### src/rtl/wfgd_pkg.sv
`timescale 1ns / 1ps
// ----------------------------------------------------------------------------
// wfgd_pkg
// Shared codes, widths and control/status types for the wait-for-graph
// deadlock detector.
// ----------------------------------------------------------------------------
package wfgd_pkg;

    localparam int CMD_W  = 3;
    localparam int TID_W  = 32;
    localparam int ADDR_W = 48;
    localparam int KEY_W  = ADDR_W + 1;
    localparam int STS_W  = 2;

    localparam logic [CMD_W-1:0] OP_WAIT    = 3'd0;
    localparam logic [CMD_W-1:0] OP_ACQUIRE = 3'd1;
    localparam logic [CMD_W-1:0] OP_RELEASE = 3'd2;
    localparam logic [CMD_W-1:0] OP_CLEAR   = 3'd3;
    localparam logic [CMD_W-1:0] OP_CHECK   = 3'd4;

    localparam logic [STS_W-1:0] ST_OK        = 2'd0;
    localparam logic [STS_W-1:0] ST_THR_FULL  = 2'd1;
    localparam logic [STS_W-1:0] ST_RES_FULL  = 2'd2;
    localparam logic [STS_W-1:0] ST_UNKNOWN   = 2'd3;

    typedef struct packed {
        logic             load;
        logic             tidx_inc;
        logic             ridx_inc;
        logic             rd_tkey;
        logic             rd_rkey;
        logic             rd_wait;
        logic             rd_own;
        logic             tnew;
        logic             rnew;
        logic             wait_clr;
        logic             wait_set;
        logic             wait_clr_match;
        logic             own_set;
        logic             own_clr;
        logic             cur_load;
        logic             walk_step;
        logic             res_load;
        logic             res_deadlock;
        logic [STS_W-1:0] res_status;
        logic             out_set;
    } wfgd_cmd_t;

    typedef struct packed {
        logic [CMD_W-1:0] op;
        logic             tend;
        logic             tfull;
        logic             tmatch;
        logic             rend;
        logic             rfull;
        logic             rmatch;
        logic             wait_act;
        logic             own_act;
        logic             moves_done;
        logic             out_busy;
    } wfgd_sts_t;

endpackage

### src/rtl/wfgd_ctrl.sv
`timescale 1ns / 1ps
// ----------------------------------------------------------------------------
// wfgd_ctrl
// Sequencer for table scans, entry allocation, updates and the wait-chain
// walk of the deadlock detector.
// ----------------------------------------------------------------------------
module wfgd_ctrl
    import wfgd_pkg::*;
(
    input  logic      aclk,
    input  logic      aresetn,
    input  logic      s_tvalid,
    output logic      s_tready,
    input  wfgd_sts_t sts,
    output wfgd_cmd_t cmd
);

    localparam logic [3:0] S_IDLE  = 4'd0;
    localparam logic [3:0] S_T_RD  = 4'd1;
    localparam logic [3:0] S_T_CMP = 4'd2;
    localparam logic [3:0] S_R_RD  = 4'd3;
    localparam logic [3:0] S_R_CMP = 4'd4;
    localparam logic [3:0] S_M_RD  = 4'd5;
    localparam logic [3:0] S_ACQ   = 4'd6;
    localparam logic [3:0] S_W_RD  = 4'd7;
    localparam logic [3:0] S_W_CKW = 4'd8;
    localparam logic [3:0] S_W_CKO = 4'd9;
    localparam logic [3:0] S_DONE  = 4'd10;

    logic [3:0] state_reg;
    logic [3:0] state_next;

    assign s_tready = (state_reg == S_IDLE) && !sts.out_busy;

    always_comb begin
        cmd        = '0;
        state_next = state_reg;
        unique case (state_reg)
            S_IDLE: begin
                if (s_tvalid && !sts.out_busy) begin
                    cmd.load   = 1'b1;
                    state_next = S_T_RD;
                end
            end
            S_T_RD: begin
                if (sts.op > OP_CHECK) begin
                    cmd.res_load = 1'b1;
                    state_next   = S_DONE;
                end else if (sts.tend) begin
                    cmd.res_load = 1'b1;
                    if (sts.op == OP_CHECK) begin
                        cmd.res_status = ST_UNKNOWN;
                        state_next     = S_DONE;
                    end else if (sts.tfull) begin
                        cmd.res_status = ST_THR_FULL;
                        state_next     = S_DONE;
                    end else begin
                        cmd.tnew   = 1'b1;
                        state_next = (sts.op == OP_CLEAR) ? S_DONE : S_R_RD;
                    end
                end else begin
                    cmd.rd_tkey = 1'b1;
                    state_next  = S_T_CMP;
                end
            end
            S_T_CMP: begin
                if (!sts.tmatch) begin
                    cmd.tidx_inc = 1'b1;
                    state_next   = S_T_RD;
                end else if (sts.op == OP_CHECK) begin
                    cmd.cur_load = 1'b1;
                    state_next   = S_W_RD;
                end else if (sts.op == OP_CLEAR) begin
                    cmd.wait_clr = 1'b1;
                    cmd.res_load = 1'b1;
                    state_next   = S_DONE;
                end else begin
                    state_next = S_R_RD;
                end
            end
            S_R_RD: begin
                if (sts.rend && sts.rfull) begin
                    cmd.res_load   = 1'b1;
                    cmd.res_status = ST_RES_FULL;
                    cmd.wait_clr   = (sts.op == OP_WAIT);
                    state_next     = S_DONE;
                end else if (sts.rend) begin
                    cmd.rnew     = 1'b1;
                    cmd.res_load = 1'b1;
                    cmd.wait_set = (sts.op == OP_WAIT);
                    cmd.own_clr  = (sts.op == OP_RELEASE);
                    cmd.cur_load = (sts.op == OP_ACQUIRE);
                    state_next   = (sts.op == OP_ACQUIRE) ? S_M_RD : S_DONE;
                end else begin
                    cmd.rd_rkey = 1'b1;
                    state_next  = S_R_CMP;
                end
            end
            S_R_CMP: begin
                if (!sts.rmatch) begin
                    cmd.ridx_inc = 1'b1;
                    state_next   = S_R_RD;
                end else begin
                    cmd.res_load = 1'b1;
                    cmd.wait_set = (sts.op == OP_WAIT);
                    cmd.own_clr  = (sts.op == OP_RELEASE);
                    cmd.cur_load = (sts.op == OP_ACQUIRE);
                    state_next   = (sts.op == OP_ACQUIRE) ? S_M_RD : S_DONE;
                end
            end
            S_M_RD: begin
                cmd.rd_wait = 1'b1;
                state_next  = S_ACQ;
            end
            S_ACQ: begin
                cmd.wait_clr_match = 1'b1;
                cmd.own_set        = 1'b1;
                state_next         = S_DONE;
            end
            S_W_RD: begin
                if (sts.moves_done) begin
                    cmd.res_load     = 1'b1;
                    cmd.res_deadlock = 1'b1;
                    state_next       = S_DONE;
                end else begin
                    cmd.rd_wait = 1'b1;
                    state_next  = S_W_CKW;
                end
            end
            S_W_CKW: begin
                if (!sts.wait_act) begin
                    cmd.res_load = 1'b1;
                    state_next   = S_DONE;
                end else begin
                    cmd.rd_own = 1'b1;
                    state_next = S_W_CKO;
                end
            end
            S_W_CKO: begin
                if (!sts.own_act) begin
                    cmd.res_load = 1'b1;
                    state_next   = S_DONE;
                end else begin
                    cmd.walk_step = 1'b1;
                    state_next    = S_W_RD;
                end
            end
            S_DONE: begin
                if (!sts.out_busy) begin
                    cmd.out_set = 1'b1;
                    state_next  = S_IDLE;
                end
            end
            default: begin
                state_next = S_IDLE;
            end
        endcase
    end

    always_ff @(posedge aclk) begin
        if (!aresetn) begin
            state_reg <= S_IDLE;
        end else begin
            state_reg <= state_next;
        end
    end

    a_load_idle: assert property (@(posedge aclk) disable iff (!aresetn)
        cmd.load |=> state_reg == S_T_RD)
        else $error("request load without scan start");
    a_write_excl: assert property (@(posedge aclk) disable iff (!aresetn)
        !(cmd.wait_set && cmd.wait_clr))
        else $error("conflicting wait writes");
    a_done_out: assert property (@(posedge aclk) disable iff (!aresetn)
        cmd.out_set |-> state_reg == S_DONE && $past(state_reg) != S_IDLE)
        else $error("result issued outside completion");

endmodule
### config.mk
export PLATFORM = sky130hd
export DESIGN_NAME = wfgd_ctrl
export DESIGN_NICKNAME = d
export VERILOG_FILES = /design/src/rtl/wfgd_pkg.sv /design/src/rtl/wfgd_ctrl.sv
export SDC_FILE = /design/constraint.sdc
export NUM_CORES = 1
export LEC_CHECK = 0
export BUFFER_PORTS_ARGS = -buffer_cell sky130_fd_sc_hd__buf_2
export CELL_PAD_IN_SITES_DETAIL_PLACEMENT = 0
export CELL_PAD_IN_SITES_GLOBAL_PLACEMENT = 1
export CORE_MARGIN = 8
export CORE_UTILIZATION = 29
export DETAILED_ROUTE_END_ITERATION = 10
export GPL_ROUTABILITY_DRIVEN = 0
export GPL_TIMING_DRIVEN = 0
export MAX_ROUTING_LAYER = met4
export PLACE_DENSITY_LB_ADDON = 0.12
export SYNTH_ARGS = -nofsm -noshare
export SYNTH_HDL_FRONTEND = slang
export SYNTH_SLANG_ARGS = --single-unit
### constraint.sdc
create_clock -name aclk -period 1.8 [get_ports aclk]
set_input_delay 0.36 -clock aclk [delete_from_list [all_inputs] [get_ports aclk]]
set_output_delay 0.36 -clock aclk [all_outputs]
set_load 0.05 [all_outputs]
# Word level (Yosys, flattened, before mapping)
# Index checks and enable logic that the tools add are counted.
[totals]
n_memories = 0
register_bits = 4
latch_bits = 0
rom_bits = 0
ram_bits = 0
[classes]
mul = 0
mux = 77
n_lt_le_gt_ge = 1
n_bitwise = 0
shifts = 0
eq_ne = 16
reduce_logical = 7
div = 0
add_sub_neg = 0
[op_table]
columns = ["op", "n"]
rows = [
  ["$mux 4", 14],
  ["$mux 1", 44],
  ["$pmux 4 s11", 1],
  ["$mux 2", 11],
  ["$eq 4x3->1 const B", 4],
  ["$eq 4x4->1 const B", 3],
  ["$eq 4x2->1 const B", 2],
  ["$pmux 1 s2", 4],
  ["$pmux 1 s7", 1],
  ["$eq 3x2->1 const B", 2],
  ["$eq 4x1->1 const B", 1],
  ["$logic_not 4->1", 1],
  ["$pmux 2 s2", 1],
  ["$eq 3x1->1 const B", 1],
  ["$eq 3x3->1 const B", 1],
  ["$gt 3x3->1 const B", 1],
  ["$logic_and 1x1->1", 3],
  ["$logic_not 3->1", 1],
  ["$pmux 1 s3", 1],
  ["$ne 2x1->1 const B", 1],
  ["$ne 2x2->1 const B", 1],
  ["$reduce_and 2->1", 1],
  ["$logic_not 1->1", 1],
]

# Logic depth before layout (Yosys ltp)
[depth]
ltp_word = 7
depth_mapped = 5

# Worst setup path before layout
# No wires, ideal clock.
[synth_timing]
path_kind = "register to output"
from = "reg state_reg[0]"
to = "out cmd[20] in the netlist's numbering"
path_stages_with_launch = 5
arrival_ns = 2.841
required_ns = 1.440
path_slack_ns = -1.401
cell_sequence = "dfxtp_1 > buf_4 > or2_1 > nor4_1 > and2_1"
[synth_rtl]
columns = ["element", "line_no", "source"]
rows = [
  ["start: declaration", "wfgd_ctrl.sv:30", "logic [3:0] state_reg;"],
  ["start signal: assignment", "wfgd_ctrl.sv:164", "state_reg <= state_next;"],
  ["end: declaration", "wfgd_ctrl.sv:15", "output wfgd_cmd_t cmd"],
]

==> flow_metrics.py <==
metrics = {
    "drt": {
        "routedWlPerCell_um": 16.3,
        "vias_per_cell": 5.60,
        "first_iter_violations": 68,
        "ant_nets": 0,
        "first_pass_iters": 4,
        "drc_errors": 0,
        "wl_mm": 3.07,
        "via_count": 1052,
    },
    "setup_path": {
        "start_kind": "register",
        "critical_path_class": "register to output pin",
        "critical-path-slowest-cell": "dfxtp_4",
        "worstPathCellList": "and2b_4, nand4_1, buf_6, a2111oi_4, buf_6",
        "reg2reg_depth": 6,
        "end_kind": "output pin",
        "crit_fanout": 4,
        "arrival_ns": 1.72,
        "crit_required_ns": 1.44,
        "cpMostUsedCell": "buf_6",
        "cpPeakStageDelay_ns": 0.36,
    },
    "clocking": {
        "tritoncts": "yes",
        "cts.sinks": 4,
        "path_clk_slew_ns": 0.04,
        "cts_buffer_depth": 2,
        "hold_buffers": 0,
        "cts_buffers": 3,
        "root_buffer": "clkbuf_4",
        "insertion_delay_ns": 0.25,
        "cts_htree_levels": 1,
    },
    "min_path": {
        "hold_class": "input port to register",
        "min_path_cells": 2,
    },
    "synthesis": {
        "async_flop_share_pct": 0,
        "yosysWarningCount": 0,
        "synth_nets": 121,
        "yosys.area.top_type": "dfxtp_1",
        "synth-main-ff-cell": "dfxtp_1",
        "yosys.cell_types.count": 42,
        "synth_seq_cells": 4,
        "synth_edf_count": 0,
        "synthesis.area_um2": 726,
        "syn_avg_cell_area_um2": 6.91,
        "synth_seq_area_share_pct": 11.0,
        "synthTopCellsByArea": "dfxtp_1 (11%), nand2_1 (8.3%), buf_6 (6.2%)",
        "syn_inst": 105,
        "synth.top_cell.area_share_pct": 11.0,
    },
    "place": {
        "dp_hpwl_mm": 2.23,
        "placement.io_buffers": 36,
        "dp_slack_ns": -0.259,
        "dpl_cell_area_um2": 1030,
    },
    "final_layout": {
        "layout_commonest_cell": "buf_6",
        "largest_reg_flops": 4,
        "nets": 176,
        "area_growth_pct": 95.7,
        "layout-drive-gt1-share_pct": 63.9,
        "diodes": 0,
        "layout_common_cells": "buf_6 (18), buf_4 (17), buf_2 (16)",
        "post-route-util_pct": 58.4,
        "fin_area_um2": 1420,
        "fillCellCount": 218,
    },
    "floorplanning": {
        "ios": 38,
        "rows": 18,
        "die_w_um": 66.0,
        "start_util_pct": 29.8,
        "die_h_um": 66.0,
        "die_area_um2": 4360,
        "coreArea_um2": 2430,
    },
    "run_status": {
        "run_status": "finished, violations left",
        "violations": "setup timing",
    },
    "sta": {
        "setup_viol": 9,
        "hold_violations": 0,
        "whs_ns": 0.391,
        "clock-skew-final_ns": 0.00687,
        "fmaxAchievable_ghz": 0.481,
        "slew_headroom_pct": 67.7,
        "layout_setup_ws_ns": -0.279,
        "rsz0062_at_grt": "true",
        "final_max_slew_viol_count": 0,
        "min_period_ns": 2.08,
        "min_period_over_period_pct": 116,
        "tightest_slew_ns": 0.473,
    },
    "pwr": {
        "cellLeakagePower_nw": 0.595,
        "irDropWorstVdd_mv": 1.06,
        "p_total_mw": 1.71,
        "powerDensity_nw_per_um2": 1200,
    },
    "flow_run": {
        "drv_cap": 0,
    },
    "global_route": {
        "overflow": 0,
        "grt.total_usage_pct": 14.6,
        "grt_pass1_wl_mm": 5.04,
        "grt_max_degree": 11,
        "grt_pass1_vias": 1095,
        "grt_antenna_before_repair": 0,
    },
}
==> worst max-delay path, delay by kind of cell, from the launching register on <==
family                 cells  cell delay, ns
and+or+nand+nor            2            0.42
DFF                        1            0.36
buffers and inverters      2            0.36
AOI/OAI and AO/OA          1            0.34
==> metal layers <==
metal	track usage [%]	routed length [um]	up-vias	share of wire, %
met5	-	0	-	0
met4	5.33	17	0	0.55
met3	2.54	185	2	6.0
met2	23.3	1500	40	49
met1	17.9	1370	502	44
li1	-	-	508	-
==> synth_stat cells, types with 3 or more instances <==
master / count
or2_1: 3
nand2_1: 16
nor3_1: 3
o21ai_0: 6
nand4_1: 3
inv_1: 5
o22ai_1: 4
dfxtp_1: 4
nor2_1: 7
buf_6: 4
a21oi_1: 6
and3_1: 3
nor2b_1: 3
==> cells by family after synthesis <==
kind of cell           count (synthesis)  share of synthesized area [%]
buffers and inverters                 13                           12.1
and+or+nand+nor                       55                           44.3
DFF                                    4                           11.0
AOI/OAI and AO/OA                     33                           32.6
==> per-stage QoR <==
stage / TNS (ns) / instances
after detailed placement: -1.05 / 171
after global placement: -1.05 / 171
after global routing: -2.06 / 188
after CTS: -1.29 / 186
final: -1.48 / 188
after floorplan: -1.06 / 105
==> where the power goes <==
group | leakage, nW | switching, mW | internal (mW)
Sequential | 0.0353 | 0.0594 | 0.135
Combinational | 0.546 | 0.750 | 0.642
Clock | 0.0138 | 0.0438 | 0.0750
==> what timing repair did <==
item / in CTS / in global routing
gates resized for setup: 57 / 17
endpoints found under the hold margin: 0 / 0
pin swaps: 8 / 3
buffers inserted: 13 / 2
endpoints found under the setup margin: 17 / 20
==> final cells by class <==
cell class | count | area (um2) | area share [%]
buffer | 6 | 60.1 | 4.23
clock buffer | 3 | 22.5 | 1.59
inverter | 6 | 22.5 | 1.59
multi-input combinational | 88 | 742 | 52.2
sequential | 4 | 92.6 | 6.52
tap | 30 | 37.5 | 2.64
timing repair buffer | 51 | 443 | 31.2
==> worst paths after layout <==
path	startpoint	end	slack, ns
max reg2reg	state_reg[2]	state_reg[0]	0.13
max	state_reg[2]	cmd[7]	-0.28
min	aresetn	state_reg[3]	0.39
min reg2reg	state_reg[1]	state_reg[0]	0.80
Note: power is estimated with default switching activity, not from simulation.
